[config.mk]
export PLATFORM = sky130hd
export DESIGN_NAME = csr_row_block_partitioner
export DESIGN_NICKNAME = d
export VERILOG_FILES = /design/src/hw/rtl/crbp_pkg.sv /design/src/hw/rtl/csr_row_block_partitioner.sv /design/src/hw/rtl/crbp_core.sv /design/src/hw/rtl/crbp_outq.sv
export VERILOG_INCLUDE_DIRS = /design/src /design/src/hw/rtl
export SDC_FILE = /design/constraint.sdc
export NUM_CORES = 1
export LEC_CHECK = 0
export ABC_CLOCK_PERIOD_IN_PS = 22900
export BUFFER_PORTS_ARGS = -buffer_cell sky130_fd_sc_hd__clkbuf_2
export CORE_ASPECT_RATIO = 2
export CORE_MARGIN = 2
export CORE_UTILIZATION = 51
export DETAILED_ROUTE_END_ITERATION = 12
export PLACE_DENSITY = 0.68
export SLEW_MARGIN = 20
export SYNTH_ARGS = -nofsm -noshare
export SYNTH_HDL_FRONTEND = slang
export SYNTH_SLANG_ARGS = --single-unit
[constraint.sdc]
create_clock -name clk -period 22.9 [get_ports clk]
set_input_delay 0 -clock clk [delete_from_list [all_inputs] [get_ports clk]]
set_output_delay 0 -clock clk [all_outputs]
set_load 0.01 [all_outputs]
[src/hw/rtl/csr_row_block_partitioner_macros.svh]
// ---------------------------------------------------------------------------
// Assertion macros for the CSR row-block partitioner
// Concurrent checks on the clk / rst_n domain; empty for synthesis.
// ---------------------------------------------------------------------------
`ifndef CSR_ROW_BLOCK_PARTITIONER_MACROS_SVH
`define CSR_ROW_BLOCK_PARTITIONER_MACROS_SVH

`ifndef SYNTHESIS

// Same-cycle implication
`define CRBP_ASSERT_NOW(label, ante, cons, msg) \
    label: assert property (@(posedge clk) disable iff (!rst_n) (ante) |-> (cons)) \
        else $error(msg);

// Next-cycle implication
`define CRBP_ASSERT_NEXT(label, ante, cons, msg) \
    label: assert property (@(posedge clk) disable iff (!rst_n) (ante) |=> (cons)) \
        else $error(msg);

`else

`define CRBP_ASSERT_NOW(label, ante, cons, msg)
`define CRBP_ASSERT_NEXT(label, ante, cons, msg)

`endif

`endif

[src/hw/rtl/crbp_pkg.sv]
// ---------------------------------------------------------------------------
// crbp_pkg
// Widths, reset values and shared types of the CSR row-block partitioner.
// ---------------------------------------------------------------------------
package crbp_pkg;

    // Field widths
    localparam int NNZ_W    = 16;             // row nonzero count and budget
    localparam int ROW_W    = 32;             // row index and block number
    localparam int BNNZ_W   = NNZ_W + 1;      // block nonzero count
    localparam int RINC_W   = NNZ_W + 2;      // rows in block plus one

    // Budget after reset
    localparam logic [NNZ_W-1:0] BUDGET_RESET = 16'd1024;

    // Result queue geometry
    localparam int QDEPTH   = 4;
    localparam int QPTR_W   = $clog2(QDEPTH);
    localparam int QCNT_W   = $clog2(QDEPTH + 1);

    // Stream packing
    localparam int IN_TDATA_W  = 16;
    localparam int OUT_FIELD_W = ROW_W + BNNZ_W + ROW_W;
    localparam int OUT_TDATA_W = ((OUT_FIELD_W + 7) / 8) * 8;
    localparam int OUT_PAD_W   = OUT_TDATA_W - OUT_FIELD_W;

    // One closed block
    typedef struct packed {
        logic [ROW_W-1:0]  end_row;
        logic [BNNZ_W-1:0] nnz;
        logic [ROW_W-1:0]  number;
        logic              last;
        logic              done;
    } crbp_result_t;

    // Results caused by one row: zero, one or two blocks
    typedef struct packed {
        logic [1:0]   count;
        crbp_result_t res_a;
        crbp_result_t res_b;
    } crbp_emit_t;

endpackage

[src/hw/rtl/csr_row_block_partitioner.sv]
// ---------------------------------------------------------------------------
// csr_row_block_partitioner
// Groups CSR rows into blocks against a nonzero budget and reports each block.
// ---------------------------------------------------------------------------
// Usage:
//   s_* carries one request per row, in row order: s_tdata[15:0] is the row's
//   nonzero count, s_tlast marks the matrix's last row.
//   m_* carries one request per closed block: end row, nonzero count and
//   running block number in m_tdata; m_tlast flags the last block caused by a
//   row, m_tuser flags the block that closes the matrix.
//   cfg_wr_en / cfg_wr_data set the nonzero budget (1024 after reset); write
//   it only between matrices or while no row is in flight.
// Timing:
//   A row's blocks are decided in the cycle it is accepted, registered into the
//   result queue and then shown on m_*. One row is taken per cycle while
//   s_tready is high; a row can close two blocks, and the 4-entry result queue
//   drains one block per cycle while m_tready is high, one block per transfer.
// Reset and stall:
//   Reset empties the queue and clears all block state. When m_tready is low
//   the queue fills; s_tready drops while fewer than two entries are free.
// ---------------------------------------------------------------------------
module csr_row_block_partitioner
    import crbp_pkg::*;
(
    input  logic                   clk,
    input  logic                   rst_n,
    // Configuration
    input  logic                   cfg_wr_en,
    input  logic [NNZ_W-1:0]       cfg_wr_data,
    // Row input
    input  logic                   s_tvalid,
    output logic                   s_tready,
    input  logic [IN_TDATA_W-1:0]  s_tdata,    // [15:0] row_nnz
    input  logic                   s_tlast,    // final_row
    // Block output
    output logic                   m_tvalid,
    input  logic                   m_tready,
    output logic [OUT_TDATA_W-1:0] m_tdata,    // [31:0] block_end_row,
                                               // [48:32] block_nnz,
                                               // [80:49] block_number, rest zero
    output logic                   m_tlast,    // run_last
    output logic                   m_tuser     // matrix_done
);

    logic         accept;
    crbp_emit_t   emit;
    crbp_result_t out_res;

    // Take a row request when the queue has room for two blocks
    assign accept = s_tvalid && s_tready;

    crbp_core u_core (
        .clk         (clk),
        .rst_n       (rst_n),
        .cfg_wr_en   (cfg_wr_en),
        .cfg_wr_data (cfg_wr_data),
        .accept      (accept),
        .row_nnz     (s_tdata[NNZ_W-1:0]),
        .final_row   (s_tlast),
        .emit        (emit)
    );

    crbp_outq u_outq (
        .clk       (clk),
        .rst_n     (rst_n),
        .push      (accept),
        .emit      (emit),
        .space_ok  (s_tready),
        .out_valid (m_tvalid),
        .out_ready (m_tready),
        .out_res   (out_res)
    );

    // Pack the block request
    assign m_tdata = {{OUT_PAD_W{1'b0}}, out_res.number, out_res.nnz, out_res.end_row};
    assign m_tlast = out_res.last;
    assign m_tuser = out_res.done;

endmodule

[src/hw/rtl/crbp_core.sv]
// ---------------------------------------------------------------------------
// crbp_core
// Holds the open block and decides, per row, which blocks close.
// ---------------------------------------------------------------------------
`include "csr_row_block_partitioner_macros.svh"

module crbp_core
    import crbp_pkg::*;
(
    input  logic              clk,
    input  logic              rst_n,
    input  logic              cfg_wr_en,
    input  logic [NNZ_W-1:0]  cfg_wr_data,
    input  logic              accept,
    input  logic [NNZ_W-1:0]  row_nnz,
    input  logic              final_row,
    output crbp_emit_t        emit
);

    logic [NNZ_W-1:0]  budget_reg;
    logic [NNZ_W-1:0]  pending_reg, pending_next;
    logic [BNNZ_W-1:0] rows_reg, rows_next;
    logic [ROW_W-1:0]  row_index_reg, row_index_next;
    logic [ROW_W-1:0]  blocks_reg, blocks_next;

    logic [BNNZ_W-1:0] sum_full;
    logic [BNNZ_W-1:0] sum_eff;
    logic [RINC_W-1:0] rows_inc;
    logic              pre_close;
    logic              close;
    logic [ROW_W-1:0]  cur_row;
    logic [ROW_W-1:0]  num_a;
    logic [ROW_W-1:0]  num_b;

    // Budget register
    always_ff @(posedge clk or negedge rst_n)
    begin
        if (!rst_n)
        begin
            budget_reg <= BUDGET_RESET;
        end
        else if (cfg_wr_en)
        begin
            budget_reg <= cfg_wr_data;
        end
    end

    // Close decision: early close before an overflowing row, then normal close
    always_comb
    begin
        sum_full  = {1'b0, pending_reg} + {1'b0, row_nnz};
        pre_close = (sum_full > {1'b0, budget_reg}) && (rows_reg != '0);
        sum_eff   = pre_close ? {1'b0, row_nnz} : sum_full;
        rows_inc  = pre_close ? RINC_W'(1) : ({1'b0, rows_reg} + RINC_W'(1));
        close     = (sum_eff >= {1'b0, budget_reg})
                 || (rows_inc > {2'b0, budget_reg})
                 || final_row;
        cur_row   = row_index_reg + ROW_W'(1);
        num_a     = blocks_reg + ROW_W'(1);
        num_b     = blocks_reg + ROW_W'(2);
    end

    // Build the results of this row
    always_comb
    begin
        emit = '0;
        unique case ({pre_close, close})
            2'b11:
            begin
                emit.count = 2'd2;
                emit.res_a = '{end_row: row_index_reg, nnz: {1'b0, pending_reg},
                               number: num_a, last: 1'b0, done: 1'b0};
                emit.res_b = '{end_row: cur_row, nnz: sum_eff,
                               number: num_b, last: 1'b1, done: final_row};
            end
            2'b10:
            begin
                emit.count = 2'd1;
                emit.res_a = '{end_row: row_index_reg, nnz: {1'b0, pending_reg},
                               number: num_a, last: 1'b1, done: 1'b0};
            end
            2'b01:
            begin
                emit.count = 2'd1;
                emit.res_a = '{end_row: cur_row, nnz: sum_eff,
                               number: num_a, last: 1'b1, done: final_row};
            end
            default:
            begin
                emit.count = 2'd0;
            end
        endcase
    end

    // Next block state; the last row returns everything to zero
    always_comb
    begin
        pending_next   = pending_reg;
        rows_next      = rows_reg;
        row_index_next = row_index_reg;
        blocks_next    = blocks_reg;
        if (accept)
        begin
            if (final_row)
            begin
                pending_next   = '0;
                rows_next      = '0;
                row_index_next = '0;
                blocks_next    = '0;
            end
            else
            begin
                row_index_next = cur_row;
                if (pre_close && close)
                begin
                    blocks_next = num_b;
                end
                else if (pre_close || close)
                begin
                    blocks_next = num_a;
                end
                if (close)
                begin
                    pending_next = '0;
                    rows_next    = '0;
                end
                else
                begin
                    pending_next = sum_eff[NNZ_W-1:0];
                    rows_next    = rows_inc[BNNZ_W-1:0];
                end
            end
        end
    end

    // State registers
    always_ff @(posedge clk or negedge rst_n)
    begin
        if (!rst_n)
        begin
            pending_reg   <= '0;
            rows_reg      <= '0;
            row_index_reg <= '0;
            blocks_reg    <= '0;
        end
        else
        begin
            pending_reg   <= pending_next;
            rows_reg      <= rows_next;
            row_index_reg <= row_index_next;
            blocks_reg    <= blocks_next;
        end
    end

    // Checks
    `CRBP_ASSERT_NEXT(a_final_clears, accept && final_row, (row_index_reg == '0) && (blocks_reg == '0) && (pending_reg == '0) && (rows_reg == '0), "last row left block state behind")
    `CRBP_ASSERT_NOW(a_pair_numbers, accept && (emit.count == 2'd2), emit.res_b.number == (emit.res_a.number + ROW_W'(1)), "paired blocks not numbered in sequence")
    `CRBP_ASSERT_NOW(a_final_closes, accept && final_row, (emit.count != 2'd0) && (emit.count == 2'd2 ? emit.res_b.done : emit.res_a.done), "last row did not close the final block")

endmodule

[src/hw/rtl/crbp_outq.sv]
// ---------------------------------------------------------------------------
// crbp_outq
// Small result queue: takes up to two results a cycle, hands out one.
// ---------------------------------------------------------------------------
`include "csr_row_block_partitioner_macros.svh"

module crbp_outq
    import crbp_pkg::*;
(
    input  logic          clk,
    input  logic          rst_n,
    input  logic          push,
    input  crbp_emit_t    emit,
    output logic          space_ok,
    output logic          out_valid,
    input  logic          out_ready,
    output crbp_result_t  out_res
);

    crbp_result_t         entry_reg [QDEPTH];
    logic [QPTR_W-1:0]    wr_ptr_reg, wr_ptr_next;
    logic [QPTR_W-1:0]    rd_ptr_reg, rd_ptr_next;
    logic [QCNT_W-1:0]    cnt_reg, cnt_next;
    logic [1:0]           push_cnt;
    logic                 pop;

    // Handshake status
    assign space_ok  = (cnt_reg <= QCNT_W'(QDEPTH - 2));
    assign out_valid = (cnt_reg != '0);
    assign out_res   = entry_reg[rd_ptr_reg];
    assign pop       = out_valid && out_ready;
    assign push_cnt  = push ? emit.count : 2'd0;

    // Advance pointers and count
    always_comb
    begin
        wr_ptr_next = wr_ptr_reg + QPTR_W'(push_cnt);
        rd_ptr_next = rd_ptr_reg + QPTR_W'(pop);
        cnt_next    = cnt_reg + QCNT_W'(push_cnt) - QCNT_W'(pop);
    end

    always_ff @(posedge clk or negedge rst_n)
    begin
        if (!rst_n)
        begin
            wr_ptr_reg <= '0;
            rd_ptr_reg <= '0;
            cnt_reg    <= '0;
        end
        else
        begin
            wr_ptr_reg <= wr_ptr_next;
            rd_ptr_reg <= rd_ptr_next;
            cnt_reg    <= cnt_next;
        end
    end

    // Store results in arrival order
    always_ff @(posedge clk)
    begin
        if (push_cnt != 2'd0)
        begin
            entry_reg[wr_ptr_reg] <= emit.res_a;
        end
        if (push_cnt == 2'd2)
        begin
            entry_reg[wr_ptr_reg + QPTR_W'(1)] <= emit.res_b;
        end
    end

    // Checks
    `CRBP_ASSERT_NOW(a_cnt_bound, 1'b1, cnt_reg <= QCNT_W'(QDEPTH), "result queue count out of range")
    `CRBP_ASSERT_NOW(a_push_fits, push_cnt == 2'd2, cnt_reg <= QCNT_W'(QDEPTH - 2), "pair pushed without room")
    `CRBP_ASSERT_NOW(a_push_count, push, emit.count != 2'd3, "row produced more than two blocks")

endmodule

## Word-level counts from Yosys, hierarchy flattened

Memories as Yosys holds them, arrays and structs flattened.
Index checks and enable logic that the tools add are counted.

| operators by class | value |
|---|---|
| multipliers | 0 |
| shift operators | 0 |
| order comparisons | 4 |
| divide/modulo/power cells | 0 |
| bitwise operators | 0 |
| equality and inequality tests | 4 |
| $add $sub $neg | 10 |
| reductions and logical operators | 13 |
| mux-type cells | 18 |

Operators with widths:

| operator | count |
|---|---|
| $pmux 83 s3 | 1 |
| $mux 32 | 4 |
| $mux 83 | 1 |
| $add 32x1->32 const B | 2 |
| $mux 17 | 3 |
| $add 32x2->32 const B | 1 |
| $mux 16 | 2 |
| $add 17x1->18 const B | 1 |
| $gt 18x16->1 | 1 |
| $mux 18 | 1 |
| $add 16x16->17 | 1 |
| $ge 17x16->1 | 1 |
| $gt 17x16->1 | 1 |
| $reduce_bool 17->1 | 1 |
| $eq 2x2->1 const B | 3 |
| $reduce_bool 3->1 | 2 |
| $logic_and 1x1->1 | 4 |
| $mux 1 | 4 |
| $pmux 2 s2 | 1 |
| $add 3x2->3 | 1 |
| $le 3x2->1 const B | 1 |
| $logic_or 1x1->1 | 3 |
| $sub 3x1->3 | 1 |
| $add 2x1->2 | 1 |
| 7 further kinds | 7 |

| storage, ports and cells | value |
|---|---|
| word-level logic and storage cells | 58 |
| bits of input ports | 38 |
| memories kept | 1 |
| bits in latches | 0 |
| ROM bits | 0 |
| output and inout port bits | 92 |
| RAM bits | 332 |
| register bits | 120 |

Memories:

| name | words | width | read ports | clocked after Yosys merged registers in | write ports | line | text |
|---|---|---|---|---|---|---|---|
| u_outq.entry_reg | 4 | 83 | 1 | 0 | 2 | crbp_outq.sv:20 | `crbp_result_t entry_reg [QDEPTH];` |

## Longest topological paths before layout

| depth | value |
|---|---|
| depth in word-level cells | 14 |
| gate-level depth with buffers | 41 |
| gate-level depth less buffers | 35 |

## Cells and area by module

A second synthesis with hierarchy kept.

| second synthesis, totals | value |
|---|---|
| cell total of the unflattened synthesis | 2,269 |
| area total of the unflattened synthesis | 27,302.4 sq um |

Modules (own cells, without submodules):

| module | area each (sq um) | cells each | sequential area each (sq um) | times used |
|---|---|---|---|---|
| crbp_outq | 16,613.4 | 848 | 10,144.7 | 1 |
| crbp_core | 10,626.4 | 1,412 | 2,829.0 | 1 |
| csr_row_block_partitioner | 62.6 | 9 | 0.0 | 1 |

## Least setup slack after synthesis

Ideal clock, no wire load.

| timing | value |
|---|---|
| path type | reg2reg |
| start | register u_core.pending_reg[5] |
| end | memory u_outq.entry_reg[2][0] (netlist bit), enable pin |
| clock period less this slack | 10,734 ps |
| path slack | 12,166 ps |
| stages on the path, launching flop included | 34 |
| arrival | 10,183 ps |
| path buffers | 4 |
| library setup time | 551 ps |
| required time | 22,349 ps |
| path through | dfrtp_1 > ha_1 > a21o_1 > nor3_1 > a211oi_2 > or4b_2 > a31oi_1 > xor2_1 > inv_1 > ha_1 > nand3_1 > nor2_1 > o41ai_1 > a22oi_1 > o21ai_1 > buf_4 > inv_4 > buf_2 > buf_1 > nor2_1 > ha_1 > a21oi_1 > o21ai_0 > a2111oi_0 > o21ai_0 > a21oi_1 > a221o_1 > o2111ai_4 > buf_2 > inv_1 > ha_1 > nor3b_1 > o21ai_0 > a21oi_1 |

RTL lines:

| what | line | text |
|---|---|---|
| start: declaration | crbp_core.sv:21 | `logic [NNZ_W-1:0] pending_reg, pending_next;` |
| start signal: assignment | crbp_core.sv:148 | `pending_reg <= pending_next;` |
| end: declaration | crbp_outq.sv:20 |  |

==> flow_summary.ini <==
[run_status]
status = finished, final reports clean

[critical_path]
crit_top_cell = sky130_fd_sc_hd__ha_1
crit_path_max_incr_delay_ns = 0.74
worst_path_max_delay_cell = sky130_fd_sc_hd__nand2_1
worstPathRequired_ns = 23.30
endpoint_kind = flop
path_max_fanout = 40
path_class = reg -> reg
critPathLaunchType = flop
worst-endpoint-arrival_ns = 10.29
r2r.worst_path.cells = 31

[die]
floorplan.die_area_um2 = 52300
start_util = 0.515
placeable_core_region_um2 = 49900
top_ports = 130
rows = 116
fp.dieH_um = 321
fp.dieW_um = 163

[placed_design]
dp_worst_setup_slack_ns = 13.13
placedCellCount = 2975
placedInstanceArea_um2 = 26700
gp_congestion = 0.948
placement.io_buffers = 122
place.detailed.hpwl_um = 53200

[min_path]
holdPathStages = 3
hold_path.class = in -> reg

[yosys]
yosys_warnings = 0
synthSimpleGateAreaFrac = 0.123
netlist.top_cell.by_area = sky130_fd_sc_hd__edfxtp_1
number_of_enable_flip_flop_cells_after_synthesis = 332
yosysMostFrequentCell = sky130_fd_sc_hd__nand2_1
netlist_instances = 2344
synth_seq_area_share = 0.505
synth.avg_cell_area_um2 = 11.0
syn-cell-area_um2 = 25700
synth_xor_xnor_area_share = 0.0374
async_reset_ff_frac = 0.265
synth.ff_latch_count = 452
yosys_most_used_dff = sky130_fd_sc_hd__edfxtp_1
netlist_top_cells_count = sky130_fd_sc_hd__nand2_1, sky130_fd_sc_hd__edfxtp_1, sky130_fd_sc_hd__o21ai_0, sky130_fd_sc_hd__o22ai_1, sky130_fd_sc_hd__clkbuf_1
synth_top_family_by_area = compound AO/OA/AOI/OAI gates
synth.top_cells.by_area = sky130_fd_sc_hd__edfxtp_1, sky130_fd_sc_hd__dfrtp_1, sky130_fd_sc_hd__mux4_2
ys_types = 80
synthDominantCellAreaShare = 0.388
synth_compound_area_frac = 0.146
synth_mux_area_frac = 0.106
synthAdderAreaFrac = 0.0400

[global_route]
grt_max_degree = 60
aggregate_global_route_resource_usage = 0.298
grt_overflow_total = 0
grt_antenna_before_repair = 0
first_global_vias = 20511
grt_first_pass_wirelength_um = 118000

[routing]
dr_total_vias = 19708
first_pass_iters = 6
routed_via_density = 6.39
routed_wirelength_um = 77400
postRouteAntennaNets = 0
drt_iter0_markers = 1590
wl_per_cell_um = 25.1
drc = 0

[sta]
post-route-min-period_ns = 9.89
min_period_over_period = 0.432
setup_slack_ns = 13.01
clock.fmax_mhz = 101
setup_repair_after_global_routing_missed_its_margin = no
setup_viol = 0
setup_tns_ns = 0
final.setup_skew_ns = 0.0270
max_slew.worst_pin.slew_ns = 1.17
timing_max_transition_violations_final = 0
slew_headroom = 0.215
holdWs_ns = 0.0187
final_hold_violating_endpoints = 0

[cts]
hold_fix_buffers_cts = 32
tritoncts = yes
cts-buffers-inserted = 41
clk_root_buffer_cell = sky130_fd_sc_hd__clkbuf_16
postCtsSetupBuffers = 0
clock-sinks = 452
clk_latency_ns = 0.57
cts-htree-levels = 2
postCtsResizedCells = 0
clock_tree.buffer_depth = 3
cts.clk_slew.worst_paths_ns = 0.07

[power]
power.density_nw_per_um2 = 118
vdd.ir_drop.worst_v = 0.0000980
power_mw = 3.36
power.static_leakage_nw = 10.8

[cells_and_area]
finish.net_count = 2520
post-route-util = 0.568
drive_gt1_frac = 0.160
final_design_area_no_fill_um2 = 28400
area_added_between_synthesis_and_finish_pct = 10.4
diodes = 0
stdcell_count = 3083
largest_register_ffs = 332
fillCellCount = 4229

[job]
max-cap-violations = 0
==> worst max-delay path, delay by kind of cell (launching register included) <==
family                     cells  cell delay, ns
adders and majority gates      4            1.62
xor gates and xnor gates       1            0.21
DFF                            1            0.41
AOI/OAI and AO/OA             13            2.57
buffers and inverters          4            1.03
muxes                          1            0.54
and+or+nand+nor                8            3.29
==> final timing paths <==
check                                                  start                                   end  slack, ns
max in group asynchronous                              rst_n  u_core.row_index_reg[20]$_DFFE_PN0P_      20.86
min                                               s_tdata[2]     u_core.pending_reg[2]$_DFFE_PN0P_       0.02
min in group asynchronous                              rst_n     u_core.blocks_reg[16]$_DFFE_PN0P_       0.44
max                        u_core.pending_reg[5]$_DFFE_PN0P_     u_outq.entry_reg[0][19]$_DFFE_PP_      13.01
max reg2reg                u_core.pending_reg[5]$_DFFE_PN0P_     u_outq.entry_reg[0][19]$_DFFE_PP_      13.01
min reg2reg                u_core.blocks_reg[31]$_DFFE_PN0P_     u_core.blocks_reg[31]$_DFFE_PN0P_       0.49
==> layer usage <==
metal | track usage | vias up | share of wire
li1 | - | 8899 | -
met1 | 0.290 | 9685 | 0.31
met2 | 0.565 | 841 | 0.55
met3 | 0.0334 | 283 | 0.052
met4 | 0.224 | 0 | 0.083
met5 | 0 | - | 0
==> logic make-up after synthesis <==
family,after synthesis
simple gates,679
buf+inv,245
fa+ha+maj,81
flops,452
xor+xnor,109
other cells,1
mux,167
compound gates,610
==> final cells by class <==
cell class	count	area, um2	share of cell area
well taps	649	812	0.0286
clock buffers	57	1170	0.0412
flip-flops and latches	452	13000	0.457
clock inverters	19	205	0.00723
repair buffers	191	1210	0.0425
inverters	62	235	0.00829
multi-input cells	1653	11800	0.415
==> layout by cell type (no fill, tap or decap), types with 21 or more instances in the layout <==
cell | netlist | layout
sky130_fd_sc_hd__nand2_1 | 333 | 331
sky130_fd_sc_hd__nand3_1 | 71 | 69
sky130_fd_sc_hd__inv_1 | 60 | 60
sky130_fd_sc_hd__edfxtp_1 | 332 | 332
sky130_fd_sc_hd__xnor2_1 | 64 | 64
sky130_fd_sc_hd__and3_1 | 22 | 21
sky130_fd_sc_hd__o22ai_1 | 140 | 140
sky130_fd_sc_hd__o21ai_0 | 183 | 180
sky130_fd_sc_hd__dfrtp_1 | 119 | 117
sky130_fd_sc_hd__nor2_1 | 109 | 107
sky130_fd_sc_hd__buf_4 | 11 | 38
sky130_fd_sc_hd__ha_1 | 79 | 78
sky130_fd_sc_hd__dlygate4sd3_1 | 0 | 31
sky130_fd_sc_hd__clkbuf_16 | 0 | 43
sky130_fd_sc_hd__nand4_1 | 24 | 24
sky130_fd_sc_hd__xor2_1 | 44 | 44
sky130_fd_sc_hd__a21oi_1 | 109 | 106
sky130_fd_sc_hd__o31ai_1 | 32 | 32
sky130_fd_sc_hd__a31oi_1 | 44 | 44
sky130_fd_sc_hd__mux4_2 | 83 | 83
sky130_fd_sc_hd__nor3_1 | 24 | 23
sky130_fd_sc_hd__mux2i_1 | 68 | 68
sky130_fd_sc_hd__clkbuf_2 | 1 | 121
==> power breakdown <==
group          internal (mW)  switching (mW)  total (mW)
registers               1.07          0.0961        1.17
clock network          0.404           0.318       0.722
logic                  0.517           0.953        1.47
total                   1.99            1.37        3.36
Note: power is estimated with default switching activity, not from simulation.
